`src/design/sortable_key_encoder_macros.svh`:
```
// assertion macros for the sortable key encoder
`ifndef SORTABLE_KEY_ENCODER_MACROS_SVH
`define SORTABLE_KEY_ENCODER_MACROS_SVH

// same-cycle implication, sampled on clk, off while arst_n is low
`define SKE_ASSERT_IMP(lbl, ante, cons, msg) \
	lbl: assert property (@(posedge clk) disable iff (!arst_n) (ante) |-> (cons)) \
		else $error(msg);

// next-cycle implication, sampled on clk, off while arst_n is low
`define SKE_ASSERT_NEXT(lbl, ante, cons, msg) \
	lbl: assert property (@(posedge clk) disable iff (!arst_n) (ante) |=> (cons)) \
		else $error(msg);

`endif

```
`src/design/ske_pkg.sv`:
```
// shared types, constants and helper functions of the sortable key encoder
`default_nettype none

package ske_pkg;

	localparam int MAX_PARTS      = 6;
	localparam int MAX_PART_BYTES = 64;
	localparam int CFG_INDEX_W    = 3;
	localparam int CFG_DATA_W     = 11;

	typedef logic [2:0]  part_idx_t;
	typedef logic [6:0]  width_t;
	typedef logic [10:0] layout_t;

	// register indexes of the configuration port
	localparam logic [CFG_INDEX_W-1:0] REG_PART_COUNT   = 3'd0;
	localparam logic [CFG_INDEX_W-1:0] REG_PART0_LAYOUT = 3'd1;
	localparam logic [CFG_INDEX_W-1:0] REG_PART1_LAYOUT = 3'd2;
	localparam logic [CFG_INDEX_W-1:0] REG_PART2_LAYOUT = 3'd3;
	localparam logic [CFG_INDEX_W-1:0] REG_PART3_LAYOUT = 3'd4;
	localparam logic [CFG_INDEX_W-1:0] REG_PART4_LAYOUT = 3'd5;
	localparam logic [CFG_INDEX_W-1:0] REG_PART5_LAYOUT = 3'd6;

	typedef enum logic [2:0] {
		KIND_CHAR     = 3'd0,
		KIND_WIDE     = 3'd1,
		KIND_INT      = 3'd2,
		KIND_DOUBLE   = 3'd3,
		KIND_DATE     = 3'd4,
		KIND_DATETIME = 3'd5,
		KIND_BOOL     = 3'd6,
		KIND_BINARY   = 3'd7
	} kind_t;

	typedef enum logic [2:0] {
		ST_IDLE,
		ST_FILL,
		ST_PAD,
		ST_CLOSE,
		ST_FIN_INIT,
		ST_FIN,
		ST_FLUSH
	} ctrl_state_t;

	// commands from the sequencer to the datapath
	typedef struct packed {
		logic accept;
		logic step;
		logic pad;
		logic close;
		logic fin_init;
		logic fin_step;
		logic flush;
	} ske_cmd_t;

	// status from the datapath to the sequencer
	typedef struct packed {
		logic busy;
		logic full_word;
		logic emit_ok;
		logic out_free;
		logic last_part;
		logic bip_zero;
		logic fin_end;
		logic hold_valid;
		logic close_req;
		logic fin_req;
	} ske_sts_t;

	// byte width of a part from its layout
	function automatic width_t width_of(input layout_t lay);
		width_t w;
		w = lay[10:4];
		if (w > width_t'(MAX_PART_BYTES)) w = width_t'(MAX_PART_BYTES);
		if (w == '0) w = 7'd1;
		case (kind_t'(lay[2:0])) inside
			KIND_INT, KIND_DATE:         w = 7'd4;
			KIND_DOUBLE, KIND_DATETIME:  w = 7'd8;
			KIND_BOOL:                   w = 7'd1;
			default:                     w = w;
		endcase
		return w;
	endfunction

	// part count clamped to 1..MAX_PARTS
	function automatic part_idx_t eff_count(input part_idx_t pc);
		part_idx_t c;
		c = pc;
		if (c == '0) c = 3'd1;
		if (c > part_idx_t'(MAX_PARTS)) c = part_idx_t'(MAX_PARTS);
		return c;
	endfunction

	// parts past the last layout register read the last one
	function automatic part_idx_t part_sel(input part_idx_t p);
		return (p > part_idx_t'(MAX_PARTS - 1)) ? part_idx_t'(MAX_PARTS - 1) : p;
	endfunction

endpackage

`default_nettype wire

```
`src/design/sortable_key_encoder.sv`:
```
// top level of the sortable key encoder: config, sequencer, datapath
//
// usage
//   cfg_we/cfg_index/cfg_data write part_count (index 0) and the six part
//   layouts (index 1..6), only while the block is idle
//   the slave stream takes one element or scalar per transaction; the master
//   stream returns the key as words of up to eight bytes, first byte in the
//   top bits, with part_done, key_done and the sticky truncation flag
//   tlast on the master side marks the last word caused by one input item
// sequence
//   one item at a time: accept, fill and release, plus pad and close when the
//   part closes and a zero-fill start for a zero fill, with the byte-packer steps
//   (up to 8 bytes each, so padding a 64 byte part takes up to 8 steps) and the
//   zero-fill steps, each writing one word; each word passes from the packer
//   through the hold slot into the output register
// reset
//   arst_n clears the key state, part_count goes to 1, layouts to 0
// stalls
//   while m_tready is low, words wait in the output register and the hold
//   slot; the sequencer stops and s_tready stays low until the item is done
`default_nettype none

`include "sortable_key_encoder_macros.svh"

module sortable_key_encoder
	import ske_pkg::*;
(
	input  wire logic                   clk,
	input  wire logic                   arst_n,
	// configuration write port
	input  wire logic                   cfg_we,
	input  wire logic [CFG_INDEX_W-1:0] cfg_index,
	input  wire logic [CFG_DATA_W-1:0]  cfg_data,
	// input items
	input  wire logic                   s_tvalid,
	output logic                        s_tready,
	input  wire logic [63:0]            s_tdata,  // [63:0] value
	input  wire logic [1:0]             s_tuser,  // [0] element_valid, [1] finish_key
	input  wire logic                   s_tlast,  // end_of_part
	// key words
	output logic                        m_tvalid,
	input  wire logic                   m_tready,
	output logic [71:0]                 m_tdata,  // [63:0] key_word, [67:64] byte_count, rest 0
	output logic [2:0]                  m_tuser,  // [0] part_done, [1] key_done, [2] truncated
	output logic                        m_tlast   // last_of_run
);

	part_idx_t               part_count;
	layout_t [MAX_PARTS-1:0] layouts;
	ske_cmd_t                cmd;
	ske_sts_t                sts;
	logic [63:0]             out_word;
	logic [3:0]              out_count;
	logic                    out_pd, out_kd, out_trunc;

	// register file, to be written by the user only between items; the block itself does not enforce this
	ske_cfg u_cfg (
		.clk        (clk),
		.arst_n     (arst_n),
		.cfg_we     (cfg_we),
		.cfg_index  (cfg_index),
		.cfg_data   (cfg_data),
		.part_count (part_count),
		.layouts    (layouts)
	);

	// sequencer: accept, pack, pad, close, zero-fill, release last word
	ske_ctrl u_ctrl (
		.clk      (clk),
		.arst_n   (arst_n),
		.s_tvalid (s_tvalid),
		.s_tready (s_tready),
		.sts      (sts),
		.cmd      (cmd)
	);

	// datapath with the hold slot that learns which word ends the run
	ske_dp u_dp (
		.clk        (clk),
		.arst_n     (arst_n),
		.cmd        (cmd),
		.sts        (sts),
		.part_count (part_count),
		.layouts    (layouts),
		.in_value   (s_tdata),
		.in_valid   (s_tuser[0]),
		.in_eop     (s_tlast),
		.in_fin     (s_tuser[1]),
		.out_valid  (m_tvalid),
		.out_ready  (m_tready),
		.out_word   (out_word),
		.out_count  (out_count),
		.out_pd     (out_pd),
		.out_kd     (out_kd),
		.out_trunc  (out_trunc),
		.out_last   (m_tlast)
	);

	assign m_tdata = {4'd0, out_count, out_word};
	assign m_tuser = {out_trunc, out_kd, out_pd};

	// an idle block has released every word of the previous item
	`SKE_ASSERT_IMP(a_idle_hold_empty, s_tready, !sts.hold_valid, "hold slot busy while idle")
	// a word is only produced when the hold slot can take it
	`SKE_ASSERT_IMP(a_emit_room, cmd.close || cmd.fin_step, sts.emit_ok, "word emitted without room")
	// every word carries one to eight bytes
	`SKE_ASSERT_IMP(a_byte_count, m_tvalid, (out_count != 4'd0) && (out_count <= 4'd8), "bad byte count")
	// the key end is also a part end
	`SKE_ASSERT_IMP(a_key_part, m_tvalid && m_tuser[1], m_tuser[0], "key_done without part_done")
	// releasing the held word closes the run
	`SKE_ASSERT_NEXT(a_flush_last, cmd.flush && sts.hold_valid, m_tvalid && m_tlast, "run end lost")

endmodule

`default_nettype wire

```
`src/design/ske_cfg.sv`:
```
// configuration registers: part count and per-part layouts
`default_nettype none

module ske_cfg
	import ske_pkg::*;
(
	input  wire logic                        clk,
	input  wire logic                        arst_n,
	input  wire logic                        cfg_we,
	input  wire logic [CFG_INDEX_W-1:0]      cfg_index,
	input  wire logic [CFG_DATA_W-1:0]       cfg_data,
	output part_idx_t                        part_count,
	output layout_t   [MAX_PARTS-1:0]        layouts
);

	part_idx_t                 part_count_q;
	layout_t   [MAX_PARTS-1:0] layouts_q;

	always_ff @(posedge clk or negedge arst_n) begin
		if (!arst_n) begin
			part_count_q <= 3'd1;
			layouts_q    <= '0;
		end else if (cfg_we) begin
			unique case (cfg_index)
				REG_PART_COUNT:   part_count_q <= cfg_data[2:0];
				REG_PART0_LAYOUT: layouts_q[0] <= cfg_data;
				REG_PART1_LAYOUT: layouts_q[1] <= cfg_data;
				REG_PART2_LAYOUT: layouts_q[2] <= cfg_data;
				REG_PART3_LAYOUT: layouts_q[3] <= cfg_data;
				REG_PART4_LAYOUT: layouts_q[4] <= cfg_data;
				REG_PART5_LAYOUT: layouts_q[5] <= cfg_data;
				default:          part_count_q <= part_count_q;
			endcase
		end
	end

	assign part_count = part_count_q;
	assign layouts    = layouts_q;

endmodule

`default_nettype wire

```
`src/design/ske_ctrl.sv`:
```
// sequencer state machine of the sortable key encoder
`default_nettype none

module ske_ctrl
	import ske_pkg::*;
(
	input  wire logic clk,
	input  wire logic arst_n,
	input  wire logic s_tvalid,
	output logic      s_tready,
	input  ske_sts_t  sts,
	output ske_cmd_t  cmd
);

	ctrl_state_t state_q, state_d;

	always_ff @(posedge clk or negedge arst_n) begin
		if (!arst_n) begin
			state_q <= ST_IDLE;
		end else begin
			state_q <= state_d;
		end
	end

	always_comb begin
		state_d  = state_q;
		cmd      = '0;
		s_tready = 1'b0;
		unique case (state_q)
			ST_IDLE: begin
				s_tready = 1'b1;
				if (s_tvalid) begin
					cmd.accept = 1'b1;
					state_d    = ST_FILL;
				end
			end
			ST_FILL: begin
				if (sts.busy) begin
					cmd.step = !sts.full_word || sts.emit_ok;
				end else if (sts.close_req) begin
					state_d = ST_PAD;
				end else if (sts.fin_req && sts.bip_zero) begin
					state_d = ST_FIN_INIT;
				end else begin
					state_d = ST_FLUSH;
				end
			end
			ST_PAD: begin
				cmd.pad = 1'b1;
				if (sts.busy) begin
					cmd.step = !sts.full_word || sts.emit_ok;
				end else begin
					state_d = ST_CLOSE;
				end
			end
			ST_CLOSE: begin
				if (sts.emit_ok) begin
					cmd.close = 1'b1;
					state_d   = (sts.fin_req && !sts.last_part) ? ST_FIN_INIT : ST_FLUSH;
				end
			end
			ST_FIN_INIT: begin
				cmd.fin_init = 1'b1;
				state_d      = ST_FIN;
			end
			ST_FIN: begin
				if (sts.emit_ok) begin
					cmd.fin_step = 1'b1;
					if (sts.fin_end) state_d = ST_FLUSH;
				end
			end
			ST_FLUSH: begin
				if (!sts.hold_valid) begin
					state_d = ST_IDLE;
				end else if (sts.out_free) begin
					cmd.flush = 1'b1;
					state_d   = ST_IDLE;
				end
			end
			default: state_d = ST_IDLE;
		endcase
	end

endmodule

`default_nettype wire

```
`src/design/ske_dp.sv`:
```
// datapath: item decode, byte packer, zero-fill counter and output stage
`default_nettype none

module ske_dp
	import ske_pkg::*;
(
	input  wire logic                  clk,
	input  wire logic                  arst_n,
	input  ske_cmd_t                   cmd,
	output ske_sts_t                   sts,
	input  part_idx_t                  part_count,
	input  layout_t [MAX_PARTS-1:0]    layouts,
	input  wire logic [63:0]           in_value,
	input  wire logic                  in_valid,
	input  wire logic                  in_eop,
	input  wire logic                  in_fin,
	output logic                       out_valid,
	input  wire logic                  out_ready,
	output logic [63:0]                out_word,
	output logic [3:0]                 out_count,
	output logic                       out_pd,
	output logic                       out_kd,
	output logic                       out_trunc,
	output logic                       out_last
);

	// key state
	part_idx_t   cp_q;
	width_t      bip_q;
	logic [3:0]  biw_q;
	logic [63:0] acc_q;
	logic        trunc_q;

	// per-item registers
	logic [63:0] src_q;
	width_t      rem_q;
	width_t      w_q;
	logic        inv_q;
	logic        close_q;
	logic        fin_q;

	// zero-fill counters
	part_idx_t   fin_part_q;
	part_idx_t   fin_last_q;
	width_t      fin_rem_q;

	// hold slot and output register
	logic        hold_v_q;
	logic [63:0] hold_word_q;
	logic [3:0]  hold_count_q;
	logic        hold_pd_q, hold_kd_q, hold_trunc_q;
	logic        out_v_q;
	logic [63:0] out_word_q;
	logic [3:0]  out_count_q;
	logic        out_pd_q, out_kd_q, out_trunc_q, out_last_q;

	// decode of the current part
	layout_t     lay_cur;
	kind_t       kind;
	width_t      w_cur;
	width_t      avail;
	part_idx_t   cnt;
	logic        last_part;
	logic [63:0] src_raw;
	logic [3:0]  n_bytes;
	logic        scalar;
	logic        trunc_set;
	width_t      rem_load;

	assign lay_cur   = layouts[part_sel(cp_q)];
	assign kind      = kind_t'(lay_cur[2:0]);
	assign w_cur     = width_of(lay_cur);
	assign avail     = (bip_q < w_cur) ? w_cur - bip_q : '0;
	assign cnt       = eff_count(part_count);
	assign last_part = ({1'b0, cp_q} + 4'd1) >= {1'b0, cnt};

	always_comb begin
		src_raw   = '0;
		n_bytes   = '0;
		scalar    = 1'b0;
		trunc_set = 1'b0;
		case (kind)
			KIND_CHAR: begin
				src_raw   = {in_value[7:0], 56'd0};
				n_bytes   = 4'd1;
				trunc_set = bip_q >= w_cur;
			end
			KIND_WIDE: begin
				src_raw = {in_value[15:0], 48'd0};
				// a code unit that does not fit whole is dropped
				if (({1'b0, bip_q} + 8'd2) > {1'b0, w_cur}) begin
					trunc_set = 1'b1;
				end else begin
					n_bytes = 4'd2;
				end
			end
			KIND_BINARY: begin
				src_raw = {in_value[7:0], 56'd0};
				n_bytes = 4'd1;
			end
			KIND_INT: begin
				src_raw = {in_value[31:0] ^ 32'h8000_0000, 32'd0};
				n_bytes = 4'd4;
				scalar  = 1'b1;
			end
			KIND_DOUBLE: begin
				src_raw = in_value[63] ? ~in_value : (in_value | {1'b1, 63'd0});
				n_bytes = 4'd8;
				scalar  = 1'b1;
			end
			KIND_DATE: begin
				src_raw   = {in_value[63:32], 32'd0};
				n_bytes   = 4'd4;
				scalar    = 1'b1;
				trunc_set = |in_value[31:0];
			end
			KIND_DATETIME: begin
				src_raw = in_value;
				n_bytes = 4'd8;
				scalar  = 1'b1;
			end
			KIND_BOOL: begin
				src_raw = {((in_value != 64'd0) ? 8'h02 : 8'h01), 56'd0};
				n_bytes = 4'd1;
				scalar  = 1'b1;
			end
		endcase
		if (!in_valid) begin
			n_bytes   = '0;
			scalar    = 1'b0;
			trunc_set = 1'b0;
		end
	end

	assign rem_load = ({3'd0, n_bytes} < avail) ? {3'd0, n_bytes} : avail;

	// byte packer: up to one word's worth of bytes per step
	width_t      rem_eff;
	logic        full_word;
	logic [2:0]  biw_base;
	logic [3:0]  space;
	logic [3:0]  take;
	logic [63:0] src_eff;
	logic [63:0] keep_mask;
	logic [63:0] placed;
	logic [63:0] acc_step;

	assign rem_eff   = cmd.pad ? ((bip_q < w_q) ? w_q - bip_q : '0) : rem_q;
	assign full_word = biw_q == 4'd8;
	assign biw_base  = full_word ? 3'd0 : biw_q[2:0];
	assign space     = 4'd8 - {1'b0, biw_base};
	assign take      = (rem_eff > {3'd0, space}) ? space : rem_eff[3:0];
	assign src_eff   = cmd.pad ? {64{inv_q}} : src_q;
	assign keep_mask = {64{1'b1}} << {4'd8 - take, 3'b000};
	assign placed    = (src_eff & keep_mask) >> {biw_base, 3'b000};
	assign acc_step  = (full_word ? 64'd0 : acc_q) | placed;

	// zero-fill word
	logic [3:0] fin_c;
	logic       fin_pd;
	logic       fin_end;
	width_t     fin_w_next;
	part_idx_t  fin_last_load;

	assign fin_c         = (fin_rem_q > 7'd8) ? 4'd8 : fin_rem_q[3:0];
	assign fin_pd        = fin_rem_q <= 7'd8;
	assign fin_end       = fin_pd && (fin_part_q == fin_last_q);
	assign fin_w_next    = width_of(layouts[part_sel(fin_part_q + 3'd1)]);
	assign fin_last_load = (cp_q < cnt) ? cnt - 3'd1 : cp_q;

	// emission select
	logic        emit_en;
	logic [63:0] emit_word;
	logic [3:0]  emit_count;
	logic        emit_pd, emit_kd;
	logic        load_out;
	logic        out_free;

	always_comb begin
		emit_word  = acc_q;
		emit_count = 4'd8;
		emit_pd    = 1'b0;
		emit_kd    = 1'b0;
		if (cmd.close) begin
			emit_count = biw_q;
			emit_pd    = 1'b1;
			emit_kd    = last_part;
		end else if (cmd.fin_step) begin
			emit_word  = '0;
			emit_count = fin_c;
			emit_pd    = fin_pd;
			emit_kd    = fin_end;
		end
	end

	assign emit_en  = (cmd.step && full_word) || cmd.close || cmd.fin_step;
	assign load_out = hold_v_q && (emit_en || cmd.flush);
	assign out_free = !out_v_q || out_ready;

	always_ff @(posedge clk or negedge arst_n) begin
		if (!arst_n) begin
			cp_q       <= '0;
			bip_q      <= '0;
			biw_q      <= '0;
			acc_q      <= '0;
			trunc_q    <= 1'b0;
			rem_q      <= '0;
			close_q    <= 1'b0;
			fin_q      <= 1'b0;
			fin_part_q <= '0;
			fin_last_q <= '0;
			fin_rem_q  <= '0;
			hold_v_q   <= 1'b0;
			out_v_q    <= 1'b0;
		end else begin
			if (cmd.accept) begin
				trunc_q <= trunc_q | trunc_set;
				rem_q   <= rem_load;
				close_q <= in_eop || (in_valid && scalar);
				fin_q   <= in_fin;
			end
			if (cmd.step) begin
				acc_q <= acc_step;
				biw_q <= {1'b0, biw_base} + take;
				bip_q <= bip_q + {3'd0, take};
				if (!cmd.pad) rem_q <= rem_q - {3'd0, take};
			end
			if (cmd.close) begin
				acc_q <= '0;
				biw_q <= '0;
				bip_q <= '0;
				if (last_part) begin
					cp_q    <= '0;
					trunc_q <= 1'b0;
				end else begin
					cp_q <= cp_q + 3'd1;
				end
			end
			if (cmd.fin_init) begin
				fin_part_q <= cp_q;
				fin_last_q <= fin_last_load;
				fin_rem_q  <= w_cur;
			end
			if (cmd.fin_step) begin
				if (fin_end) begin
					acc_q   <= '0;
					biw_q   <= '0;
					cp_q    <= '0;
					trunc_q <= 1'b0;
				end else if (fin_pd) begin
					fin_part_q <= fin_part_q + 3'd1;
					fin_rem_q  <= fin_w_next;
				end else begin
					fin_rem_q <= fin_rem_q - 7'd8;
				end
			end
			if (emit_en) begin
				hold_v_q <= 1'b1;
			end else if (cmd.flush) begin
				hold_v_q <= 1'b0;
			end
			if (load_out) begin
				out_v_q <= 1'b1;
			end else if (out_ready) begin
				out_v_q <= 1'b0;
			end
		end
	end

	always_ff @(posedge clk) begin
		if (cmd.accept) begin
			src_q <= src_raw ^ {64{lay_cur[3]}};
			w_q   <= w_cur;
			inv_q <= lay_cur[3];
		end else if (cmd.step && !cmd.pad) begin
			src_q <= src_q << {take, 3'b000};
		end
		if (emit_en) begin
			hold_word_q  <= emit_word;
			hold_count_q <= emit_count;
			hold_pd_q    <= emit_pd;
			hold_kd_q    <= emit_kd;
			hold_trunc_q <= trunc_q;
		end
		if (load_out) begin
			out_word_q  <= hold_word_q;
			out_count_q <= hold_count_q;
			out_pd_q    <= hold_pd_q;
			out_kd_q    <= hold_kd_q;
			out_trunc_q <= hold_trunc_q;
			out_last_q  <= cmd.flush;
		end
	end

	always_comb begin
		sts            = '0;
		sts.busy       = rem_eff != '0;
		sts.full_word  = full_word;
		sts.emit_ok    = !hold_v_q || out_free;
		sts.out_free   = out_free;
		sts.last_part  = last_part;
		sts.bip_zero   = bip_q == '0;
		sts.fin_end    = fin_end;
		sts.hold_valid = hold_v_q;
		sts.close_req  = close_q;
		sts.fin_req    = fin_q;
	end

	assign out_valid = out_v_q;
	assign out_word  = out_word_q;
	assign out_count = out_count_q;
	assign out_pd    = out_pd_q;
	assign out_kd    = out_kd_q;
	assign out_trunc = out_trunc_q;
	assign out_last  = out_last_q;

endmodule

`default_nettype wire

```
`config.mk`:
```
export PLATFORM = sky130hd
export DESIGN_NAME = sortable_key_encoder
export DESIGN_NICKNAME = d
export VERILOG_FILES = /design/src/design/ske_pkg.sv /design/src/design/sortable_key_encoder.sv /design/src/design/ske_cfg.sv /design/src/design/ske_ctrl.sv /design/src/design/ske_dp.sv
export VERILOG_INCLUDE_DIRS = /design/src /design/src/design
export SDC_FILE = /design/constraint.sdc
export NUM_CORES = 1
export LEC_CHECK = 0
export ABC_AREA = 1
export BUFFER_PORTS_ARGS = -buffer_cell sky130_fd_sc_hd__clkbuf_2
export CORE_MARGIN = 10
export CORE_UTILIZATION = 59
export CTS_BUF_LIST = sky130_fd_sc_hd__clkbuf_8
export DETAILED_ROUTE_END_ITERATION = 16
export GPL_ROUTABILITY_DRIVEN = 0
export PLACE_DENSITY_LB_ADDON = 0.25
export SYNTH_ARGS = -nofsm -noshare
export SYNTH_HDL_FRONTEND = slang
export SYNTH_HIERARCHICAL = 1
export SYNTH_SLANG_ARGS = --single-unit
export TNS_END_PERCENT = 20
```
`constraint.sdc`:
```
create_clock -name clk -period 17.3 [get_ports clk]
set_input_delay 0.865 -clock clk [delete_from_list [all_inputs] [get_ports clk]]
set_output_delay 0.865 -clock clk [all_outputs]
set_load 0.02 [all_outputs]
```
==> run summary <==
Clk root buf -> clkbuf_8
Status -> finished, final reports clean
Wire per inst -> 19.8 µm
Io pins -> 164
Number of synthesized register bits -> 390
Worst setup startpoint -> u_ctrl/state_q[2]$_DFFE_PN0P_
Max-Cap Viols -> 0
DR DRC count -> 0
Setup TNS -> 0 ns
Core Area -> 0.0411 mm²
Std cell rows -> 74
Drt via density -> 6.19
Routed wire length -> 75200 µm
Area occupied by multi-input gates -> 0.0116 mm²
Worst Path Max Fanout -> 48
Reg-to-reg startpoint -> u_ctrl/state_q[2]$_DFFE_PN0P_
Clk_lat worst skew -> 0.65 ns
Area grow syn2layout -> 8.03%
Primary FF master, synth -> edfxtp_1
Number of synthesized flops with an enable pin -> 215
Slew Viols, Final -> 0
CP max-delay cell -> nor2_1
Final min period -> 6.86 ns
Mapped Area -> 0.0246 mm²
Seq/Total Area, Yosys -> 44.0%
Vias -> 23491
Minimum setup slack among reg-to-reg paths -> 10.44 ns
Most Frequent Cell on Critical Path -> inv_1
Post-cts gate resize count -> 0
Reg2reg end -> u_dp/acc_q[3]$_DFF_PN0_
Fill cells -> 3523
RSZ-0062 raised after global routing -> no
Mapped Avg Cell Area -> 7.79 µm²
Achievable clock frequency -> 0.146 GHz
Share of cells above drive strength 1 -> 11.9%
Dpl hpwl -> 53000 µm
CTS Buf Count -> 68
Commonest cells post-synth -> nand2_1 (696), inv_1 (297), nand3_1 (296)
Yosys warns -> 6
Clock transition at path regs -> 0.06 ns
Worst-margin pin slew -> 1.22 ns
Port bufs -> 159
Worst hold path class -> in2async
Post-synthesis cell count -> 3164
Sink Count -> 390
Period utilization -> 39.7%
Largest net degree at the start of global routing -> 121
First-pass GRT wire length -> 118000 µm
Antenna diode count -> 0
Type of the worst setup path -> reg2reg
Number of distinct library cells after synthesis -> 67
Vias in the first global route -> 21576
Die Span X -> 224 µm
Remaining Overflow, GRT -> 0
Pre-Repair DR Iteration Count -> 8
Die Footprint -> 0.0504 mm²
Asr flop ratio synth -> 44.9%
DRT antenna net count -> 0
Initial antenna violation count -> 0
Worst EP required -> 17.86 ns
Top-area cell type share of the netlist area -> 26.2%
Slew HR -> 18.4%
CTS tree -> built
H-tree Lvls -> 3
Fin Clk Skew -> 0.0539 ns
R2R depth -> 27
Starting DRT DRC Count -> 3231
Synth area leaders -> edfxtp_1 (26%), dfrtp_1 (18%), nand2_1 (11%)
Hold Vio Cnt, Final -> 0
Most common cell in the synthesized netlist -> nand2_1
CTS Buffer Depth -> 3
Tot GR Track Use -> 28.9%
Seq. cell area -> 0.0108 mm²
Final setup vio count -> 0
Post-synth top area cell -> edfxtp_1
Setup crit start kind -> flop
Hold_buf cts -> 0
Nets -> 3360
Setup Fix Bufs, Post-CTS -> 0
Initial Util -> 60.0%
Die height -> 224 µm
Max stage delay on crit path -> 0.89 ns
CP Capture Type -> flop
Critical Path AT -> 7.42 ns
## cells in the final DEF (no fill, tap or decap), drive strengths merged, types with 2 or more instances in the layout
cell type / synthesis / layout
xnor2: 7 / 7
o31ai: 7 / 7
a211oi: 4 / 4
edfxtp: 215 / 215
a31oi: 6 / 6
xor2: 22 / 22
o21bai: 4 / 4
bufinv: 0 / 3
nor3: 12 / 12
mux2i: 8 / 8
nand4: 113 / 113
o32ai: 7 / 7
o21ai: 305 / 305
buf: 109 / 26
a32o: 2 / 2
conb: 1 / 4
nor2: 263 / 263
clkinv: 1 / 27
a32oi: 5 / 5
dfrtp: 174 / 174
o21a: 3 / 3
a22oi: 18 / 18
a21oi: 221 / 221
nand2: 719 / 719
a21o: 2 / 2
nor4: 17 / 17
clkbuf: 102 / 233
or2: 16 / 16
o211ai: 58 / 58
nand3: 304 / 304
inv: 320 / 339
o22ai: 33 / 33
fa: 5 / 5
clkinvlp: 0 / 2
o2111ai: 5 / 5
a21boi: 2 / 2
ha: 59 / 59
nand3b: 3 / 3
## final cells by class
cell class | count | area share [%]
Multi-Input combinational cell | 2245 | 43.5
Sequential cell | 390 | 40.7
Inverter | 321 | 4.54
Clock buffer | 75 | 3.88
Timing Repair Buffer | 184 | 3.72
Tap cell | 532 | 2.50
Clock inverter | 50 | 1.18
## state kept, by name (all words and copies together) (netlist names), 7 cells and up
| name | flops |
|---|---|
| u_dp/fin_rem_q | 7 |
| u_dp/src_q | 64 |
| u_dp/acc_q | 64 |
| u_dp/w_q | 7 |
| u_dp/out_word | 64 |
| u_cfg/layouts | 66 |
| u_dp/hold_word_q | 64 |
| u_dp/rem_q | 7 |
| u_dp/bip_q | 7 |
## worst max-delay path by stage
| stage | endpoint | slack (ns) | depth (start not counted) |
|---|---|---|---|
| 2_1_floorplan | u_dp/out_count[0]$_DFFE_PP_ | 10.84 | 23 |
| 3_3_place_gp | u_dp/out_word[36]$_DFFE_PP_ | 10.98 | 21 |
| 3_5_place_dp | u_dp/out_word[36]$_DFFE_PP_ | 10.57 | 22 |
| 4_1_cts | u_dp/out_word[60]$_DFFE_PP_ | 10.57 | 22 |
| 5_1_grt | u_dp/out_word[60]$_DFFE_PP_ | 9.92 | 22 |
| 6_report | u_dp/acc_q[3]$_DFF_PN0_ | 10.44 | 27 |
## per-layer routing
layer | share of wire (%) | global-route usage (%) | vias to the layer above
met5 | 0 | 0 | -
met4 | 3.5 | 11.4 | 0
met3 | 13 | 7.42 | 210
met2 | 43 | 43.1 | 1591
met1 | 40 | 39.8 | 10785
li1 | - | - | 10905
## cells by family after synthesis
group | synth area share (%)
AO/OA/AOI/OAI | 15.8
XOR/XNOR | 1.06
adder cells (fa/ha/maj) | 3.40
buffers and inverters | 9.32
flip-flops | 44.0
multiplexers | 0.325
other | 0.0152
AND/OR/NAND/NOR | 26.1
## worst max-delay path, delay by kind of cell, from the launching register on
family	cells	cell delay, ns
DFF	1	0.55
buffers and inverters	8	1.13
and+or+nand+nor	12	3.05
AOI/OAI and AO/OA	4	0.83
adders and majority gates	3	1.24
## metrics by stage
step	setup WS, ns	hold WS, ns	std cells	instance area, µm²	utilization (%)
2_1_floorplan	10.84	0.400	3167	24700	-
3_3_place_gp	10.98	0.402	3672	25300	61.5
3_5_place_dp	10.57	0.405	3672	25300	61.5
4_1_cts	10.57	0.193	3797	26600	64.8
5_1_grt	9.92	0.221	3797	26600	64.8
6_report	10.44	0.186	3797	26600	64.8
Power is not shown: default switching activity piles up to over one toggle a cycle in this logic, so the estimate is an artifact.
